===== config.mk =====
export PLATFORM = sky130hd
export DESIGN_NAME = key_short_long_press_detector
export DESIGN_NICKNAME = d
export VERILOG_FILES = /design/src/hdl/kslp_pkg.sv /design/src/hdl/kslp_key.sv /design/src/hdl/key_short_long_press_detector.sv
export SDC_FILE = /design/constraint.sdc
export NUM_CORES = 1
export LEC_CHECK = 0
export ABC_AREA = 0
export BUFFER_PORTS_ARGS = -buffer_cell sky130_fd_sc_hd__buf_4
export CORE_ASPECT_RATIO = 1.1
export CORE_MARGIN = 2
export CORE_UTILIZATION = 56
export DETAILED_ROUTE_END_ITERATION = 10
export PLACE_DENSITY = 0.89
export SLEW_MARGIN = 20
export SYNTH_ARGS = -nofsm -noshare
export SYNTH_HDL_FRONTEND = slang
export SYNTH_SLANG_ARGS = --single-unit

===== constraint.sdc =====
create_clock -name clock -period 2.61 [get_ports clock]
set_input_delay 0.6525 -clock clock [delete_from_list [all_inputs] [get_ports clock]]
set_output_delay 0.6525 -clock clock [all_outputs]
set_load 0.01 [all_outputs]

===== src/hdl/kslp_pkg.sv =====
// ----------------------------------------------------------------------------
// kslp_pkg
// Shared types and constants of the short/long key press detector.
// ----------------------------------------------------------------------------
package kslp_pkg;

   localparam int PIN_BITS        = 5;
   localparam int KEY_INDEX_WIDTH = 3;
   localparam int DEBOUNCE_WIDTH  = 8;
   localparam int HOLD_WIDTH      = 16;
   localparam int CSR_DATA_WIDTH  = 16;

   typedef enum logic [1:0] {
      CMD_TICK       = 2'd0,
      CMD_READ_SHORT = 2'd1,
      CMD_READ_LONG  = 2'd2
   } cmd_type;

   typedef enum logic [0:0] {
      CSR_DEBOUNCE_TICKS = 1'd0,
      CSR_HOLD_TICKS     = 1'd1
   } csr_index_type;

   typedef struct packed {
      logic tick;
      logic pressed;
      logic clr_short;
      logic clr_long;
   } key_ctrl_type;

   typedef struct packed {
      logic short_seen;
      logic long_seen;
   } key_flags_type;

endpackage


===== src/hdl/kslp_key.sv =====
// ----------------------------------------------------------------------------
// kslp_key
// One key: debounce, hold and release tracking with sticky press flags.
// ----------------------------------------------------------------------------
module kslp_key (
   input  logic                                 clock,
   input  logic                                 reset,
   input  kslp_pkg::key_ctrl_type               ctrl,
   input  logic [kslp_pkg::DEBOUNCE_WIDTH-1:0]  debounce_ticks,
   input  logic [kslp_pkg::HOLD_WIDTH-1:0]      hold_ticks,
   output kslp_pkg::key_flags_type              flags
);
   import kslp_pkg::*;

   typedef enum logic [1:0] {
      MODE_IDLE     = 2'd0,
      MODE_DEBOUNCE = 2'd1,
      MODE_HOLD     = 2'd2,
      MODE_WAIT     = 2'd3
   } mode_type;

   mode_type              mode_ff;
   logic [HOLD_WIDTH-1:0] count_ff;
   logic                  short_ff;
   logic                  long_ff;

   always_ff @(posedge clock) begin
      if (reset) begin
         mode_ff  <= MODE_IDLE;
         count_ff <= '0;
         short_ff <= 1'b0;
         long_ff  <= 1'b0;
      end else begin
         if (ctrl.tick) begin
            unique case (mode_ff)
               MODE_IDLE: begin
                  if (ctrl.pressed) begin
                     count_ff <= HOLD_WIDTH'(debounce_ticks);
                     mode_ff  <= MODE_DEBOUNCE;
                  end
               end
               MODE_DEBOUNCE: begin
                  if (count_ff != '0) begin
                     count_ff <= count_ff - 1'b1;
                  end else if (ctrl.pressed) begin
                     count_ff <= hold_ticks;
                     mode_ff  <= MODE_HOLD;
                  end else begin
                     mode_ff <= MODE_IDLE;
                  end
               end
               MODE_HOLD: begin
                  if (!ctrl.pressed) begin
                     mode_ff <= MODE_WAIT;
                  end else if (count_ff != '0) begin
                     count_ff <= count_ff - 1'b1;
                  end else begin
                     // held through the countdown: flag and re-arm
                     long_ff <= 1'b1;
                     mode_ff <= MODE_IDLE;
                  end
               end
               MODE_WAIT: begin
                  if (!ctrl.pressed) begin
                     short_ff <= 1'b1;
                     mode_ff  <= MODE_IDLE;
                  end
               end
               default: begin
                  mode_ff <= MODE_IDLE;
               end
            endcase
         end
         if (ctrl.clr_short) begin
            short_ff <= 1'b0;
         end
         if (ctrl.clr_long) begin
            long_ff <= 1'b0;
         end
      end
   end

   assign flags.short_seen = short_ff;
   assign flags.long_seen  = long_ff;

endmodule


===== src/hdl/key_short_long_press_detector.sv =====
// ----------------------------------------------------------------------------
// key_short_long_press_detector
// Debounces active-low keys and reports sticky short and long press flags.
// ----------------------------------------------------------------------------
// Path: a request waits in the input register, then its response is loaded into the response register.
// Throughput: one request per cycle while rsp_ready keeps the response slot free; the per-key step is a single update.
// Reset: synchronous; all keys idle, flags and counters cleared,
// debounce_ticks = 0 and hold_ticks = 3.
module key_short_long_press_detector #(
   parameter int KEY_COUNT = 5
) (
   input  logic                                  clock,
   input  logic                                  reset,
   input  logic                                  req_valid,
   output logic                                  req_ready,
   input  kslp_pkg::cmd_type                     req_cmd,
   input  logic [kslp_pkg::PIN_BITS-1:0]         req_pin_levels,
   input  logic [kslp_pkg::KEY_INDEX_WIDTH-1:0]  req_key_index,
   output logic                                  rsp_valid,
   input  logic                                  rsp_ready,
   output logic                                  rsp_flag_value,
   output logic [kslp_pkg::PIN_BITS-1:0]         rsp_pending_short,
   output logic [kslp_pkg::PIN_BITS-1:0]         rsp_pending_long,
   input  logic                                  csr_wr_en,
   input  kslp_pkg::csr_index_type               csr_index,
   input  logic [kslp_pkg::CSR_DATA_WIDTH-1:0]   csr_wdata
);
   import kslp_pkg::*;

   logic [DEBOUNCE_WIDTH-1:0]  debounce_ticks_ff;
   logic [HOLD_WIDTH-1:0]      hold_ticks_ff;

   logic                       in_valid_ff;
   cmd_type                    in_cmd_ff;
   logic [PIN_BITS-1:0]        in_pins_ff;
   logic [KEY_INDEX_WIDTH-1:0] in_index_ff;

   logic                       rsp_valid_ff;
   logic                       flag_ff;
   logic                       flag_in;

   logic                       out_free;
   logic                       in_advance;
   logic                       req_fire;

   key_ctrl_type               key_ctrl  [KEY_COUNT];
   key_flags_type              key_flags [KEY_COUNT];

   assign out_free   = !rsp_valid_ff || rsp_ready;
   assign in_advance = in_valid_ff && out_free;
   assign req_ready  = !in_valid_ff || out_free;
   assign req_fire   = req_valid && req_ready;

   always_ff @(posedge clock) begin
      if (reset) begin
         debounce_ticks_ff <= '0;
         hold_ticks_ff     <= HOLD_WIDTH'(3);
      end else if (csr_wr_en) begin
         unique case (csr_index)
            CSR_DEBOUNCE_TICKS: debounce_ticks_ff <= csr_wdata[DEBOUNCE_WIDTH-1:0];
            CSR_HOLD_TICKS:     hold_ticks_ff     <= csr_wdata[HOLD_WIDTH-1:0];
            default: ;
         endcase
      end
   end

   // input register: hold the request until the result slot frees up
   always_ff @(posedge clock) begin
      if (reset) begin
         in_valid_ff <= 1'b0;
      end else begin
         in_valid_ff <= req_fire || (in_valid_ff && !out_free);
      end
   end

   always_ff @(posedge clock) begin
      if (req_fire) begin
         in_cmd_ff   <= req_cmd;
         in_pins_ff  <= req_pin_levels;
         in_index_ff <= req_key_index;
      end
   end

   always_comb begin
      for (int k = 0; k < KEY_COUNT; k++) begin
         key_ctrl[k].tick      = in_advance && (in_cmd_ff == CMD_TICK);
         key_ctrl[k].pressed   = 1'b0;
         key_ctrl[k].clr_short = in_advance && (in_cmd_ff == CMD_READ_SHORT)
                                 && (in_index_ff == KEY_INDEX_WIDTH'(k));
         key_ctrl[k].clr_long  = in_advance && (in_cmd_ff == CMD_READ_LONG)
                                 && (in_index_ff == KEY_INDEX_WIDTH'(k));
      end
      // keys without a pin read as released
      for (int k = 0; k < KEY_COUNT && k < PIN_BITS; k++) begin
         key_ctrl[k].pressed = !in_pins_ff[k];
      end
   end

   for (genvar k = 0; k < KEY_COUNT; k++) begin : g_key
      kslp_key u_key (
         .clock          (clock),
         .reset          (reset),
         .ctrl           (key_ctrl[k]),
         .debounce_ticks (debounce_ticks_ff),
         .hold_ticks     (hold_ticks_ff),
         .flags          (key_flags[k])
      );
   end

   // flag before clearing; an index past the last key reads 0
   always_comb begin
      flag_in = 1'b0;
      for (int k = 0; k < KEY_COUNT; k++) begin
         if (in_index_ff == KEY_INDEX_WIDTH'(k)) begin
            unique case (in_cmd_ff)
               CMD_READ_SHORT: flag_in = key_flags[k].short_seen;
               CMD_READ_LONG:  flag_in = key_flags[k].long_seen;
               default:        flag_in = 1'b0;
            endcase
         end
      end
   end

   always_ff @(posedge clock) begin
      if (reset) begin
         rsp_valid_ff <= 1'b0;
      end else begin
         rsp_valid_ff <= in_advance || (rsp_valid_ff && !rsp_ready);
      end
   end

   always_ff @(posedge clock) begin
      if (in_advance) begin
         flag_ff <= flag_in;
      end
   end

   // key flags only change when a response is loaded, so they track it
   always_comb begin
      rsp_pending_short = '0;
      rsp_pending_long  = '0;
      for (int k = 0; k < KEY_COUNT && k < PIN_BITS; k++) begin
         rsp_pending_short[k] = key_flags[k].short_seen;
         rsp_pending_long[k]  = key_flags[k].long_seen;
      end
   end

   assign rsp_valid      = rsp_valid_ff;
   assign rsp_flag_value = flag_ff;

endmodule


==> impl.org <==
** Synth
- The share of synthesized area in the top cell type comes to 0.297.
- Async S/R FF share, synth :: 0
- In the synthesized netlist the dominant register cell turns out to be sky130_fd_sc_hd__dfxtp_1.
- Post-Syn Nets :: 1128
- Synthesis instantiated 81 different standard cells from the library.
- Of all cell types, the one taking the most synthesized area is sky130_fd_sc_hd__dfxtp_1.
- Number of enable flip-flop cells after synthesis :: 11
- Synthesis inferred about 140 register bits.
- Dividing the synthesized area by the synthesized cell count gives around 8.0 um^2.
- Share of synthesized area occupied by flip-flops and latches :: 0.336
- After synthesis, the cell types taking the most area are sky130_fd_sc_hd__dfxtp_1 30%, sky130_fd_sc_hd__nand2_1 5.6%, sky130_fd_sc_hd__ha_1 4.9%.
- Commonest cells post-synth :: 126 x sky130_fd_sc_hd__dfxtp_1, 126 x sky130_fd_sc_hd__nand2_1, 78 x sky130_fd_sc_hd__nor2_1, 78 x sky130_fd_sc_hd__o21ai_0, 63 x sky130_fd_sc_hd__a21oi_1
- Cell count after synthesis :: 1063
- Summing every instance area after synthesis gives 8500 um^2.
- YS warnings :: 0

** Clocking
- Clock root buffer :: sky130_fd_sc_hd__clkbuf_16
- Count of clock tree sinks :: 137
- Count of H-tree levels built during CTS :: 4
- CTS tree :: yes
- Number of buffers created by CTS :: 17
- Clock-pin slew was measured on the worst setup and hold paths at 0.06 ns.
- Number of buffers between clock root and the deepest sink :: 2
- Clock latency at the later pin of the worst-skew pair :: 0.44 ns

** Critical path
- At the worst endpoint, the arrival time is 2.85 ns.
- Chain of cells forming the critical path :: inv_1 -> ha_1 -> or4b_4 -> buf_4 -> nor4_2 -> buf_4 -> nand3_1 -> and3_4 -> nand3b_1 -> o21ai_0
- In this design, the largest share of critical-path delay is due to simple AND/OR/NAND/NOR gates.
- In this design, the critical path's most frequently occurring cell is sky130_fd_sc_hd__buf_4.
- Together, buffers and inverters on the worst path number 3.
- Critical Path Slowest Stage Cell :: sky130_fd_sc_hd__or4b_4
- Required arrival time at the worst endpoint :: 2.92 ns
- The worst setup path is launched from a flop.
- On the worst path, the slowest cell contributes a delay of 0.47 ns.
- Across all register-to-register paths, the minimum setup slack is 0.07 ns.
- Critical Path Fanout Max :: 8
- The worst setup path is of the reg2reg kind.
- Capturing element type of the critical path :: flop

** Die
- In this run the count of I/O pins placed on the die edge is 45.
- In this run the standard cell core region covers 14900 um^2.
- Measured along the y axis, the die boundary spans 133 um.
- The die is 121 um wide.
- The die covers about 16000 um^2.
- Starting Density :: 0.569
- Row cnt :: 47

** Power and ir drop
- Across the VDD grid, the largest voltage drop is 0.461 mV.
- For this design the static power due to leakage is 3.88 nW.
- Power density over the cells :: 521 nW/um^2
- Total power :: 5.13 mW

** Routing
- Using the TritonRoute via totals, the vias-per-cell ratio works out to around 6.6.
- Residual DRC count :: 0
- The first detailed-routing pass ran for 6 iterations.
- The final route contains between 8000 and 9000 vias.
- The routed design has 25.3 mm of wire.
- The count of nets left with antenna violations once routing finished came out at 0.
- Initial DRC count :: around 1300
- Dividing the detail-routed wire length by the instance count gives about 19 um.

** STA
- Smallest hold slack :: between 0.3 and 0.4 ns
- The worst pin sits at a relative slew slack of 0.578.
- For the final database, setup skew stands at 0.00826 ns.
- Derived from the worst setup path, the maximum achievable clock frequency is 393 MHz.
- At the pin with the least slew margin, the transition time is 0.633 ns.
- Once routing completed, OpenROAD measured the worst setup slack at 0.0675 ns.
- The worst path in the final design needs a cycle of around 2.5 ns, including I/O delays and setup.
- Setup violations remaining at the end of the flow were counted as 0.
- Adding up every negative setup slack in the final design gives 0 ns.
- Total count of max-transition violations in the final report :: 0
- Final clock period utilization by the worst path :: 0.974
- Final hold violation count :: 0

** Place
- Setup Slack @ Placement :: -0.00125 ns
- Routability-driven placement finished with a final weighted congestion of 0.969.
- The HPWL after detailed placement is 17.0 mm.
- Summing all placed instances gives a cell area of 9200 um^2.
- After detailed placement, the design holds a cell count of 1287.
- Buffers placed on the I/O ports in this run total 44.

** Final layout
- The finished cells cover roughly 10000 um^2.
- Registers take 2850 um^2.
- At the end of the flow the core is filled with cells to 0.660.
- Area occupied by multi-input gates :: 5230 um^2
- Number of antenna repair diodes :: 0
- Fin cells :: 1319
- The area growth from synthesis to layout is 15.9%.
- The filler cells instantiated in the layout total roughly 1200.
- Fraction of layout instances using a drive strength above 1 :: 0.150
- Net count, final :: around 1200

** Global route
- Global-route wire length before repair :: 39.6 mm
- Entering global routing, the biggest net connects 56 pins.
- The via count of the first global-routing pass was just under 8000.
- Across every metal layer, demand over resource in global routing totals 0.309.
- The number of antenna violations at the first check in global routing came to 0.
- Residual overflow from global routing :: 0

** Outcome
- The flow ran to the end, and the final reports show no timing, DRC or antenna violations.

** Worst hold path
- In this run the worst hold path is classified as in2reg.

** Job
- The tool flagged a number of max-cap violations equal to 0.
cell families (layout without fill, tap and decap cells):
logic type,Yosys count,count (layout),share of synthesized area
buffers and inverters,111,171,0.0567
adders and majority gates,33,33,0.0486
muxes,17,17,0.0200
and+or+nand+nor,400,400,0.240
xor gates and xnor gates,35,35,0.0361
DFF,137,137,0.336
AOI/OAI and AO/OA,330,330,0.264
cell usage in the layout (no fill, tap or decap), types with 8 or more instances in the layout:
cell type	synthesis	final
sky130_fd_sc_hd__xnor2_1	15	15
sky130_fd_sc_hd__a21o_1	8	8
sky130_fd_sc_hd__or3_1	16	16
sky130_fd_sc_hd__o22ai_1	10	10
sky130_fd_sc_hd__nor2b_1	15	15
sky130_fd_sc_hd__mux2i_1	17	17
sky130_fd_sc_hd__nor2_1	78	78
sky130_fd_sc_hd__and3_1	11	10
sky130_fd_sc_hd__nand3_1	22	21
sky130_fd_sc_hd__xor2_1	20	20
sky130_fd_sc_hd__edfxtp_1	11	11
sky130_fd_sc_hd__nor4_1	16	15
sky130_fd_sc_hd__clkbuf_16	0	18
sky130_fd_sc_hd__or4_1	15	14
sky130_fd_sc_hd__nand3b_1	8	8
sky130_fd_sc_hd__a31oi_1	17	17
sky130_fd_sc_hd__buf_4	11	103
sky130_fd_sc_hd__o211ai_1	18	18
sky130_fd_sc_hd__a221oi_1	16	16
sky130_fd_sc_hd__o21ai_0	78	78
sky130_fd_sc_hd__nand2_1	126	126
sky130_fd_sc_hd__nor3_1	35	35
sky130_fd_sc_hd__inv_1	34	34
sky130_fd_sc_hd__ha_1	33	33
sky130_fd_sc_hd__dfxtp_1	126	126
sky130_fd_sc_hd__nand2b_1	10	10
sky130_fd_sc_hd__a21oi_1	63	62
sky130_fd_sc_hd__nand4_1	8	8
sky130_fd_sc_hd__nor3b_1	10	8
sky130_fd_sc_hd__a22oi_1	17	17
sky130_fd_sc_hd__a211oi_1	18	18
cell type report:
type / instances / share of cell area
Inverter: 34 / 0.0130
Clock inverter: 13 / 0.0135
Sequential cell: 137 / 0.290
Multi-Input combinational cell: 815 / 0.530
Tap cell: 196 / 0.0249
Clock buffer: 19 / 0.0461
Timing Repair Buffer: 105 / 0.0826
per-layer routing:
layer,track usage,vias up,share of wire
met2,0.498,484,0.47
met5,0,-,0
met4,0.170,0,0.049
met3,0.0638,109,0.094
li1,-,4046,-
met1,0.386,4099,0.39
state kept, by name, indices dropped and copies added, names as in the netlist, 3 cells and up:
signal and cells:
in_pins_ff 5, g_key.u_key.count_ff 80, debounce_ticks_ff 8, in_index_ff 3, g_key.u_key.short_ff 5, g_key.u_key.mode_ff 10, g_key.u_key.long_ff 5, hold_ticks_ff 16
path summary, 6_finish.rpt:
path                                                  from                     endpoint  cells after the start
worst max-delay path            g_key[3].u_key.count_ff[0]  g_key[3].u_key.count_ff[11]                     10
worst min-delay path                      req_key_index[1]               in_index_ff[1]                      1
worst max register to register  g_key[3].u_key.count_ff[0]  g_key[3].u_key.count_ff[11]                     10
worst min register to register  g_key[4].u_key.count_ff[1]   g_key[4].u_key.count_ff[1]                      2
power breakdown:
group / internal, mW / switching (mW)
sequential: 2.16 / 0.0914
clock: 1.39 / 1.02
combinational: 0.196 / 0.279
total: 3.75 / 1.39
what timing repair did:
action | CTS | global route
resized for setup | 2 | 10
pin swaps | 0 | 3
endpoints found under the setup margin | 5 | 40
hold buffers | 0 | 0
setup buffers | 0 | 1
No activity file was read; power rests on OpenSTA's default activity.
